===== src/rtl/assert_macros.svh =====
// ----------------------------------------------------------------------------
// Assertion macros
// Concurrent assertion wrappers, compiled out for synthesis.
// ----------------------------------------------------------------------------
`ifndef ASSERT_MACROS_SVH
`define ASSERT_MACROS_SVH
`ifndef SYNTHESIS
// same-cycle implication
`define ASSERT_IMPLIES(label, clk, rst_n, ante, cons) \
    label: assert property (@(posedge clk) disable iff (!rst_n) (ante) |-> (cons)) \
        else $error("same-cycle implication failed");
// next-cycle implication
`define ASSERT_NEXT(label, clk, rst_n, ante, cons) \
    label: assert property (@(posedge clk) disable iff (!rst_n) (ante) |=> (cons)) \
        else $error("next-cycle implication failed");
`else
`define ASSERT_IMPLIES(label, clk, rst_n, ante, cons)
`define ASSERT_NEXT(label, clk, rst_n, ante, cons)
`endif
`endif


===== src/rtl/hpd_pkg.sv =====
// ----------------------------------------------------------------------------
// hpd_pkg
// Shared widths, codes and types of the hysteresis peak detector.
// ----------------------------------------------------------------------------
`default_nettype none

package hpd_pkg;

    localparam int SMP_W = 16;   // input sample
    localparam int THR_W = 16;   // peak threshold
    localparam int WH_W  = 15;   // window height
    localparam int ST_W  = 18;   // window and tracked levels
    localparam int IDX_W = 12;   // reported index
    localparam int LVL_W = 17;   // reported level

    localparam logic [WH_W-1:0] WINDOW_RESET = 15'd256;

    // register indexes (byte address / 4)
    localparam logic REG_THRESHOLD = 1'b0;
    localparam logic REG_WINDOW    = 1'b1;

    typedef enum logic [1:0] {
        PH_UNKNOWN = 2'd0,
        PH_PEAK    = 2'd1,
        PH_TROUGH  = 2'd2
    } phase_t;

    typedef struct packed {
        logic             hit;
        logic [IDX_W-1:0] index;
        logic [LVL_W-1:0] level;
    } result_t;

endpackage

`default_nettype wire


===== src/rtl/hpd_cfg.sv =====
// ----------------------------------------------------------------------------
// hpd_cfg
// APB register file: peak threshold and hysteresis window height.
// ----------------------------------------------------------------------------
`default_nettype none

module hpd_cfg
(
    input  wire logic                             clk,
    input  wire logic                             rst_n,
    input  wire logic                             psel,
    input  wire logic                             penable,
    input  wire logic                             pwrite,
    input  wire logic [2:0]                       paddr,
    input  wire logic [31:0]                      pwdata,
    output logic      [31:0]                      prdata,
    output logic                                  pready,
    output logic      [hpd_pkg::THR_W-1:0]        threshold,
    output logic      [hpd_pkg::WH_W-1:0]         window_height
);

    logic [hpd_pkg::THR_W-1:0] threshold_reg;
    logic [hpd_pkg::WH_W-1:0]  window_reg;
    logic                      wr_en;

    assign pready = 1'b1;
    assign wr_en  = psel && penable && pwrite;

    // register writes, decoded on the word address
    always_ff @(posedge clk or negedge rst_n)
    begin
        if (!rst_n)
        begin
            threshold_reg <= '0;
            window_reg    <= hpd_pkg::WINDOW_RESET;
        end
        else if (wr_en)
        begin
            unique case (paddr[2])
                hpd_pkg::REG_THRESHOLD: threshold_reg <= pwdata[hpd_pkg::THR_W-1:0];
                hpd_pkg::REG_WINDOW:    window_reg    <= pwdata[hpd_pkg::WH_W-1:0];
                default: ;
            endcase
        end
    end

    // read back: threshold sign-extended, window zero-extended
    always_comb
    begin
        unique case (paddr[2])
            hpd_pkg::REG_THRESHOLD:
                prdata = {{(32-hpd_pkg::THR_W){threshold_reg[hpd_pkg::THR_W-1]}},
                          threshold_reg};
            hpd_pkg::REG_WINDOW:
                prdata = {{(32-hpd_pkg::WH_W){1'b0}}, window_reg};
            default:
                prdata = '0;
        endcase
    end

    assign threshold     = threshold_reg;
    assign window_height = window_reg;

endmodule

`default_nettype wire


===== src/rtl/hpd_core.sv =====
// ----------------------------------------------------------------------------
// hpd_core
// Detection state and the combinational window slide / phase update.
// ----------------------------------------------------------------------------
`default_nettype none

module hpd_core
#(
    parameter int MAX_FRAME = 4096
)
(
    input  wire logic                          clk,
    input  wire logic                          rst_n,
    input  wire logic                          step,
    input  wire logic [hpd_pkg::SMP_W-1:0]     sample,
    input  wire logic                          frame_start,
    input  wire logic [hpd_pkg::THR_W-1:0]     threshold,
    input  wire logic [hpd_pkg::WH_W-1:0]      window_height,
    output hpd_pkg::result_t                   result
);

    localparam int POS_W = (MAX_FRAME > 2) ? $clog2(MAX_FRAME) : 1;
    localparam logic [POS_W-1:0] POS_LAST = POS_W'(MAX_FRAME - 1);

    logic signed [hpd_pkg::ST_W-1:0] top_reg, top_next;
    logic signed [hpd_pkg::ST_W-1:0] bot_reg, bot_next;
    logic signed [hpd_pkg::ST_W-1:0] high_reg, high_next;
    logic signed [hpd_pkg::ST_W-1:0] low_reg, low_next;
    logic        [POS_W-1:0]         hpos_reg, hpos_next;
    logic        [POS_W-1:0]         pos_reg, pos_next;
    hpd_pkg::phase_t                 phase_reg, phase_next;

    logic signed [hpd_pkg::ST_W-1:0] x;
    logic signed [hpd_pkg::ST_W-1:0] wh;
    logic signed [hpd_pkg::ST_W-1:0] thr;
    logic signed [hpd_pkg::ST_W-1:0] rep_level;
    logic        [POS_W-1:0]         rep_pos;
    logic [31:0]                     rep_pos_ext;
    logic                            hit;

    // state update for one sample
    always_comb
    begin
        x   = {{(hpd_pkg::ST_W-hpd_pkg::SMP_W){sample[hpd_pkg::SMP_W-1]}}, sample};
        wh  = {{(hpd_pkg::ST_W-hpd_pkg::WH_W){1'b0}}, window_height};
        thr = {{(hpd_pkg::ST_W-hpd_pkg::THR_W){threshold[hpd_pkg::THR_W-1]}}, threshold};

        top_next   = top_reg;
        bot_next   = bot_reg;
        high_next  = high_reg;
        low_next   = low_reg;
        hpos_next  = hpos_reg;
        pos_next   = pos_reg;
        phase_next = phase_reg;
        hit        = 1'b0;
        rep_level  = high_reg;
        rep_pos    = hpos_reg;

        // frame start restarts everything at this sample
        if (frame_start)
        begin
            pos_next   = '0;
            top_next   = x;
            bot_next   = x - wh;
            high_next  = x;
            low_next   = x;
            hpos_next  = '0;
            phase_next = hpd_pkg::PH_UNKNOWN;
        end
        else if (pos_reg != POS_LAST)
        begin
            pos_next = pos_reg + 1'b1;
        end

        // slide the window
        if (x > top_next)
        begin
            top_next  = x;
            bot_next  = x - wh;
            high_next = x;
            hpos_next = pos_next;
        end
        else if (x < bot_next)
        begin
            bot_next = x;
            top_next = x + wh;
            low_next = x;
        end

        // fallen a full window below the high: report, hunt trough
        if (high_next > top_next &&
            (phase_next == hpd_pkg::PH_UNKNOWN || phase_next == hpd_pkg::PH_PEAK))
        begin
            phase_next = hpd_pkg::PH_TROUGH;
            hit        = high_next > thr;
            rep_level  = high_next;
            rep_pos    = hpos_next;
            low_next   = bot_next;
        end

        // risen a full window above the low: hunt peak
        if (low_next < bot_next && phase_next != hpd_pkg::PH_PEAK)
        begin
            phase_next = hpd_pkg::PH_PEAK;
            high_next  = top_next;
            hpos_next  = pos_next;
        end
    end

    always_ff @(posedge clk or negedge rst_n)
    begin
        if (!rst_n)
        begin
            top_reg   <= '0;
            bot_reg   <= '0;
            high_reg  <= '0;
            low_reg   <= '0;
            hpos_reg  <= '0;
            pos_reg   <= '0;
            phase_reg <= hpd_pkg::PH_UNKNOWN;
        end
        else if (step)
        begin
            top_reg   <= top_next;
            bot_reg   <= bot_next;
            high_reg  <= high_next;
            low_reg   <= low_next;
            hpos_reg  <= hpos_next;
            pos_reg   <= pos_next;
            phase_reg <= phase_next;
        end
    end

    // index carries the low bits of the position
    assign rep_pos_ext  = 32'(rep_pos);
    assign result.hit   = hit;
    assign result.index = rep_pos_ext[hpd_pkg::IDX_W-1:0];
    assign result.level = rep_level[hpd_pkg::LVL_W-1:0];

endmodule

`default_nettype wire


===== src/rtl/hysteresis_peak_detector.sv =====
// ----------------------------------------------------------------------------
// hysteresis_peak_detector
// Streaming peak finder with a sliding hysteresis window.
// ----------------------------------------------------------------------------
// Takes one sample per cycle while s_tready is high (s_tuser marks a frame's
// first sample) and emits a peak item when the signal has fallen a full
// window below a high that exceeds the threshold. Sustained rate is one item
// per clock unless the master stream stalls; an item passes an input register
// and then a result register before a peak is presented on m_tdata. The
// combinational window/phase update in hpd_core between those registers
// sets this rate. Input is accepted while a result waits, as long as the
// input register is empty.
// ----------------------------------------------------------------------------
`default_nettype none

`include "assert_macros.svh"

module hysteresis_peak_detector
#(
    parameter int MAX_FRAME = 4096
)
(
    input  wire logic        clk,
    input  wire logic        rst_n,
    // slave stream
    input  wire logic        s_tvalid,
    output logic             s_tready,
    input  wire logic [15:0] s_tdata,   // [15:0] sample
    input  wire logic        s_tuser,   // [0] frame_start
    // master stream
    output logic             m_tvalid,
    input  wire logic        m_tready,
    output logic      [31:0] m_tdata,   // [11:0] peak_index, [28:12] peak_level
    // configuration
    input  wire logic        psel,
    input  wire logic        penable,
    input  wire logic        pwrite,
    input  wire logic [2:0]  paddr,
    input  wire logic [31:0] pwdata,
    output logic      [31:0] prdata,
    output logic             pready
);

    logic [hpd_pkg::THR_W-1:0] threshold;
    logic [hpd_pkg::WH_W-1:0]  window_height;

    logic                      in_valid_reg, in_valid_next;
    logic [hpd_pkg::SMP_W-1:0] sample_reg;
    logic                      start_reg;
    logic                      out_valid_reg, out_valid_next;
    logic [hpd_pkg::IDX_W-1:0] index_reg;
    logic [hpd_pkg::LVL_W-1:0] level_reg;

    logic                      advance;
    logic                      step;
    logic                      in_acc;
    hpd_pkg::result_t          result;

    hpd_cfg u_cfg
    (
        .clk           (clk),
        .rst_n         (rst_n),
        .psel          (psel),
        .penable       (penable),
        .pwrite        (pwrite),
        .paddr         (paddr),
        .pwdata        (pwdata),
        .prdata        (prdata),
        .pready        (pready),
        .threshold     (threshold),
        .window_height (window_height)
    );

    hpd_core #(.MAX_FRAME(MAX_FRAME)) u_core
    (
        .clk           (clk),
        .rst_n         (rst_n),
        .step          (step),
        .sample        (sample_reg),
        .frame_start   (start_reg),
        .threshold     (threshold),
        .window_height (window_height),
        .result        (result)
    );

    // pipeline control
    assign advance  = !out_valid_reg || m_tready;
    assign step     = in_valid_reg && advance;
    assign s_tready = !in_valid_reg || advance;
    assign in_acc   = s_tvalid && s_tready;

    always_comb
    begin
        if (in_acc)
            in_valid_next = 1'b1;
        else if (step)
            in_valid_next = 1'b0;
        else
            in_valid_next = in_valid_reg;

        if (advance)
            out_valid_next = step && result.hit;
        else
            out_valid_next = out_valid_reg;
    end

    always_ff @(posedge clk or negedge rst_n)
    begin
        if (!rst_n)
        begin
            in_valid_reg  <= 1'b0;
            out_valid_reg <= 1'b0;
        end
        else
        begin
            in_valid_reg  <= in_valid_next;
            out_valid_reg <= out_valid_next;
        end
    end

    // input item register
    always_ff @(posedge clk)
    begin
        if (in_acc)
        begin
            sample_reg <= s_tdata;
            start_reg  <= s_tuser;
        end
    end

    // result register
    always_ff @(posedge clk)
    begin
        if (advance && step && result.hit)
        begin
            index_reg <= result.index;
            level_reg <= result.level;
        end
    end

    assign m_tvalid = out_valid_reg;
    assign m_tdata  = {{(32-hpd_pkg::IDX_W-hpd_pkg::LVL_W){1'b0}}, level_reg, index_reg};

    // back-pressure only when both stages are full and the result is stalled
    `ASSERT_IMPLIES(a_ready_stall, clk, rst_n, !s_tready, in_valid_reg && m_tvalid && !m_tready)
    // a result only comes from an item in the input stage
    `ASSERT_NEXT(a_no_phantom, clk, rst_n, !m_tvalid && !in_valid_reg, !m_tvalid)
    // every reported level lies above the threshold
    `ASSERT_IMPLIES(a_level_thr, clk, rst_n, m_tvalid, $signed(level_reg) > $signed(threshold))

endmodule

`default_nettype wire


===== config.mk =====
export PLATFORM = sky130hd
export DESIGN_NAME = hysteresis_peak_detector
export DESIGN_NICKNAME = d
export VERILOG_FILES = /design/src/rtl/hpd_pkg.sv /design/src/rtl/hpd_cfg.sv /design/src/rtl/hpd_core.sv /design/src/rtl/hysteresis_peak_detector.sv
export VERILOG_INCLUDE_DIRS = /design/src /design/src/rtl
export SDC_FILE = /design/constraint.sdc
export NUM_CORES = 1
export LEC_CHECK = 0
export ABC_AREA = 1
export BUFFER_PORTS_ARGS = -buffer_cell sky130_fd_sc_hd__buf_2
export CAP_MARGIN = 20
export CELL_PAD_IN_SITES_DETAIL_PLACEMENT = 1
export CELL_PAD_IN_SITES_GLOBAL_PLACEMENT = 2
export CORE_MARGIN = 3
export CORE_UTILIZATION = 31
export DETAILED_ROUTE_END_ITERATION = 7
export GPL_ROUTABILITY_DRIVEN = 0
export PLACE_DENSITY = 0.81
export SYNTH_ARGS = -nofsm -noshare
export SYNTH_HDL_FRONTEND = slang
export SYNTH_SLANG_ARGS = --single-unit

===== constraint.sdc =====
create_clock -name clk -period 8.3 [get_ports clk]
set_input_delay 0.415 -clock clk [delete_from_list [all_inputs] [get_ports clk]]
set_output_delay 0.415 -clock clk [all_outputs]
set_load 0.01 [all_outputs]

== Word level (Yosys, flattened, before mapping) ==
Index checks and enable logic that the tools add are counted.
Word-level totals
  bits in registers: 177
  memories: 0
  memory bits (read-only): 0
  RAM bits: 0
  latch bits: 0
Operators by class
  muxes and demuxes: 27
  magnitude comparators: 5
  reductions and logical operators: 18
  divide/modulo/power cells: 0
  multiply operators: 0
  shift-type cells: 0
  equality and inequality tests: 3
  add/sub/neg operators: 3
  bitwise logic cells: 1
Operator list (number)
  18-bit two-way mux: 13
  12-bit two-way mux: 6
  32-bit one-hot mux with 2 select lines: 1
  16-bit by 18-bit greater-than comparator with 1-bit output: 1
  18-bit by 16-bit greater-than comparator with 1-bit output: 1
  18-bit greater-than comparator: 1
  16-bit by 18-bit less-than comparator with 1-bit output: 1
  18-bit less-than comparator: 1
  16-bit by 16-bit adder with 17-bit output: 1
  17-bit two-way mux: 1
  16-bit by 16-bit subtractor with 17-bit output: 1
  12-bit by 1-bit adder with 12-bit output (second input constant): 1
  12-bit != test (second input constant): 1
  1-bit logical AND: 9
  2-bit two-way mux: 3
  2-bit AND reduction: 2
  1-bit logical OR: 3
  1-bit two-way mux: 3
  2-bit by 1-bit == test with 1-bit output (second input constant): 1
  1-bit zero test: 2
  2-bit zero test: 1
  2-bit by 1-bit != test with 1-bit output (second input constant): 1
  2-bit nonzero test: 1
  1-bit inverter: 1

== Depth between registers and ports, before layout ==
  depth in word-level cells: 11
  mapped depth: 62
  mapped depth without buffers: 58

== Modules after synthesis ==
Synthesis repeated with hierarchy kept, for this count alone.
Unflattened totals
  cell total of the unflattened synthesis: 1818
  area total of the unflattened synthesis: 13213.9 um^2
By module, submodules not included
  hpd_core: cells each 1546, area each 10099.7 um^2, instances 1
  hpd_cfg: cells each 207, area each 1597.8 um^2, instances 1
  hysteresis_peak_detector: cells each 65, area each 1516.5 um^2, instances 1

== Worst setup path before layout ==
OpenSTA, ideal clock, no wires.
  path type: register -> register
  start point: reg sample_reg[0] in the netlist's numbering
  end point: reg index_reg[0] in the netlist's numbering (enable)
  data arrival time: 7.496 ns
  path buffers: 2
  path slack: 0.332 ns
  data required time: 7.829 ns
  stages on the path, launching flop included: 46
  clock period less this slack: 7.968 ns
  setup time: 0.471 ns
  cell sequence: edfxtp_1 inv_1 ha_1 fa_1 o21ai_1 nand2_1 a21oi_2 nand2_1 nand2_1 nand2_1 nand2_1 nand3_1 nand2_1 xor2_1 nand2_1 o21ai_1 ha_1 nand2_1 (+10 left out) nand2_1 o221ai_1 ha_1 nand2_1 nor2_1 o21ai_0 o211ai_1 nand2_1 nand3_1 nand2_1 nand2_1 nand2_1 nand2_1 nand2_1 buf_2 clkinv_1 nand2_1 a311oi_1
On the way
  cells in the longest elaborated chain, start to end: 9
RTL lines
  start, declared: line hysteresis_peak_detector.sv:48  | logic [hpd_pkg::SMP_W-1:0] sample_reg;
  start signal, assigned: line hysteresis_peak_detector.sv:126  | sample_reg <= s_tdata;
  16-bit by 16-bit subtractor with 17-bit output: line hpd_core.sv:64  | bot_next = x - wh;
  18-bit two-way mux: line hpd_core.sv:60  | if (frame_start)
  16-bit by 18-bit less-than comparator with 1-bit output: line hpd_core.sv:83  | else if (x < bot_next)
  18-bit two-way mux: line hpd_core.sv:83
  18-bit two-way mux: line hpd_core.sv:76  | if (x > top_next)
  18-bit greater-than comparator: line hpd_core.sv:91  | if (high_next > top_next &&
  1-bit logical AND: line hpd_core.sv:91
  1-bit two-way mux *: line hpd_core.sv:91
  1-bit logical AND *: line hysteresis_peak_detector.sv:134  | if (advance && step && result.hit)
  end signal, assigned: line hysteresis_peak_detector.sv:136  | index_reg <= result.index;
  end, declared: line hysteresis_peak_detector.sv:51  | logic [hpd_pkg::IDX_W-1:0] index_reg;
Every way passes the cells marked *; elsewhere a longest branch is shown, timed or not.
A chain may end at the register's enable or synchronous reset.

== Worst setup path after layout ==
  start point: reg u_cfg.window_reg, in the netlist u_cfg.window_height[0]
  end point: reg u_core.hpos_reg[5]
On the way
  cells in the longest elaborated chain, start to end: 11
RTL lines
  start, declared: line hpd_cfg.sv:23  | logic [hpd_pkg::WH_W-1:0] window_reg;
  start signal, assigned: line hpd_cfg.sv:35  | window_reg <= hpd_pkg::WINDOW_RESET;
  start signal, assigned: line hpd_cfg.sv:41  | hpd_pkg::REG_WINDOW: window_reg <= pwdata[hpd_pkg::WH_W-1:0];
  16-bit by 16-bit subtractor with 17-bit output: line hpd_core.sv:64, hpd_core.sv:79
  18-bit two-way mux: line hpd_core.sv:60
  16-bit by 18-bit less-than comparator with 1-bit output: line hpd_core.sv:83
  18-bit two-way mux: line hpd_core.sv:83
  18-bit two-way mux: line hpd_core.sv:76
  18-bit greater-than comparator: line hpd_core.sv:91
  1-bit logical AND: line hpd_core.sv:91
  18-bit two-way mux *: line hpd_core.sv:91
  named net u_core.low_next (one bit): line hpd_core.sv:28  | logic signed [hpd_pkg::ST_W-1:0] low_reg, low_next;
  18-bit less-than comparator *: line hpd_core.sv:102  | if (low_next < bot_next && phase_next != hpd_pkg::PH_PEAK)
  1-bit logical AND *: line hpd_core.sv:102
  12-bit two-way mux *: line hpd_core.sv:102
  end signal, assigned: line hpd_core.sv:128  | hpos_reg <= hpos_next;
  end, declared: line hpd_core.sv:29  | logic [POS_W-1:0] hpos_reg, hpos_next;
Mark *: on every way through the listed nets, which the timed path passes. The rest lies on a longest branch.

==> reports/qor.yml <==
clock_network:
  clock_latency_ps: 480
  cts-root-buf: "clkbuf_16"
  htree_levels: 4
  clkSinkCount: 177
  cts_max_path_buffers: 2
  numCtsBuffers: 17
  cts_hold_buf: 0
  path_clk_slew_ps: 70
  cts_tree: "done"
global_route:
  met1_usage_pct: 28.8
  grt_max_degree: 91
  grt_pass1_vias: 13600
  gr-max-usage-layer: "met2"
  grt_overflow_total: 0
  grt.met3_usage_pct: 2.99
  grt_first_pass_wirelength_mm: 75.1
  grt_util_all_layers_pct: 21.8
  antenna_found_initial: 1
  grt_use_met2_pct: 36.9
layout:
  fill_cells: 5092
  area_growth_pct: 23.6
  finalInstanceArea_um2: 16000
  post-route-util_pct: 38.9
  drive_above_1_share_pct: 19.0
  final_common_cell: "nand2_1"
  final_net_count: 2142
  final_cells: 2508
  final_cell_mix: "nand2_1, inv_1, o21ai_0"
floorplan:
  coreArea_um2: 41000
  die_h_um: 210
  die_width_um: 210
  ioPinCount: 126
  dieArea_um2: 44200
  initial_core_util_pct: 31.5
  rows: 74
sta:
  tightest_slew_ps: 1050
  report.final.hold_viol_count: 6
  timing.slew.headroom_pct: 29.8
  fin_crit_sh_pct: 95.8
  timing.hold.ws_ps: -33.5
  clock_skew_ps: 8.63
  fin_crit_ps: 7950
  setup_viol: 0
  worst_slack_ps: 347
  slew_violations: 0
  maxClockFrequency_ghz: 0.126
placement:
  hpwl_mm: 35.8
  placed_cell_area_um2: 14800
  port_buffers: 103
  dp_cells: 2457
  pre_cts_slack_ps: -311
synthesis:
  synth_compound_area_share_pct: 16.4
  syn_avg_cell_area_um2: 7.28
  synth_edf_count: 46
  synth-seq-area-share_pct: 36.1
  synthCells: 1775
  synth_area_leaders: "dfrtp_1, nand2_1, ha_1, edfxtp_1, o21ai_0"
  synth_top_flop_cell: "dfrtp_1"
  syn-cell-area_um2: 12900
  yosysTopAreaCell: "dfrtp_1"
  ys_ff_latch: 177
  yosysWarnings: 0
  synth-xor-area-share_pct: 1.56
  yosysUniqueCellTypes: 56
  synth_adder_area_share_pct: 11.8
  synth.top_cell.area_share_pct: 25.2
  synthSimpleGateAreaFrac_pct: 23.8
  async_reset_ff_share_pct: 74.0
  synth_top_family_by_area: "simple AND/OR/NAND/NOR gates"
  synth_mux_area_share_pct: 0.0775
worst_setup_path:
  cp_slowest_stage_delay_ps: 430
  crit_required_ps: 8710
  worst-setup-path-type: "reg -> reg"
  cpMostUsedCell: "nand2_1"
  crit_arrival_ps: 8360
  cp_max_fo: 13
  slowest_stage: "dfrtp_1"
  r2r_slack_ps: 350
  endpoint_kind: "flip-flop"
  crit_path_start_kind: "flip-flop"
power:
  peakVddDrop_mv: 0.264
  p_leak_nw: 8.02
  p_total_mw: 7.59
  powerDensity_nw_per_um2: 475
hold_path:
  worst_hold_path_type: "in -> async"
detailed_routing:
  avgViaCountPerCell: 5.12
  wl_per_cell_um: 19.2
  first_pass_iters: 5
  num_vias: 12800
  ant_nets: 0
  drc: 0
  wl_mm: 48.1
  drtIter0Drc: 617
outcome:
  violations: "hold timing"
  status: "finished, violations left"
run:
  drv_cap: 0
[cell families after synthesis]
| group | Yosys count |
|---|---|
| AOI/OAI and AO/OA | 381 |
| xor gates and xnor gates | 23 |
| adders and majority gates | 121 |
| buffers and inverters | 319 |
| DFF | 177 |
| muxes | 1 |
| other | 2 |
| and+or+nand+nor | 751 |
[area by class of cell]
| class | count | area, um2 | area share [%] |
|---|---|---|---|
| multi-input cells | 1282 | 7320 | 45.8 |
| diodes | 1 | 2.50 | 0.0157 |
| clock inverters | 15 | 205 | 1.28 |
| repair buffers | 270 | 1890 | 11.8 |
| clock buffers | 17 | 425 | 2.66 |
| inverters | 214 | 808 | 5.06 |
| well taps | 532 | 666 | 4.17 |
| flip-flops and latches | 177 | 4660 | 29.2 |
[synth_stat cells (all sizes together) (21+ instances only)]
library cell / n
buf: 43
clkbuf: 62
dfrtp: 130
inv: 213
o21ai: 231
nand3: 116
a21oi: 73
o211ai: 32
nor2: 56
xor2: 21
edfxtp: 46
nand2: 547
ha: 119
[repair_timing]
action	4_1_cts	5_1_grt
cloned	0	3
setup buffers	1	14
gates resized for setup	14	69
pin swaps	3	28
setup endpoints to repair	32	32
[worst paths after layout]
| check | cells after the start | startpoint | to |
|---|---|---|---|
| min in group clk | 1 | s_tdata[3] | sample_reg[3] |
| max reg2reg | 53 | u_cfg.window_height[0] | u_core.hpos_reg[5] |
| min reg2reg | 2 | u_core.high_reg[8] | u_core.high_reg[8] |
| max in group asynchronous | 2 | rst_n | u_core.pos_reg[7] |
| max | 53 | u_cfg.window_height[0] | u_core.hpos_reg[5] |
| min | 1 | rst_n | u_core.hpos_reg[8] |
[metrics by stage]
stage	hold slack [ps]	TNS, ps
floorplan	119	0
global placement	457	-285
detailed placement	464	-8960
CTS	15.1	0
global route	35.6	-4320
finish	-33.5	0
[power breakdown]
| part | total [mW] | switching (mW) | internal, mW |
|---|---|---|---|
| Clock | 0.906 | 0.398 | 0.507 |
| Combinational | 5.23 | 3.18 | 2.06 |
| Sequential | 1.45 | 0.170 | 1.28 |
| Total | 7.59 | 3.75 | 3.84 |
[worst max-delay path, delay by kind of cell, from the launching register on]
kind	cells	cell delay (ps)
adder cells (fa/ha/maj)	5	1530
AO/OA/AOI/OAI	15	2290
buffers and inverters	9	1090
AND/OR/NAND/NOR	24	2520
flip-flops	1	430
[per-layer routing]
metal	vias up	share of wire, %
li1	6205	-
met1	6358	46
met2	219	49
met3	60	3.0
met4	0	2.4
met5	-	0
No activity file was read; power rests on OpenSTA's default activity.
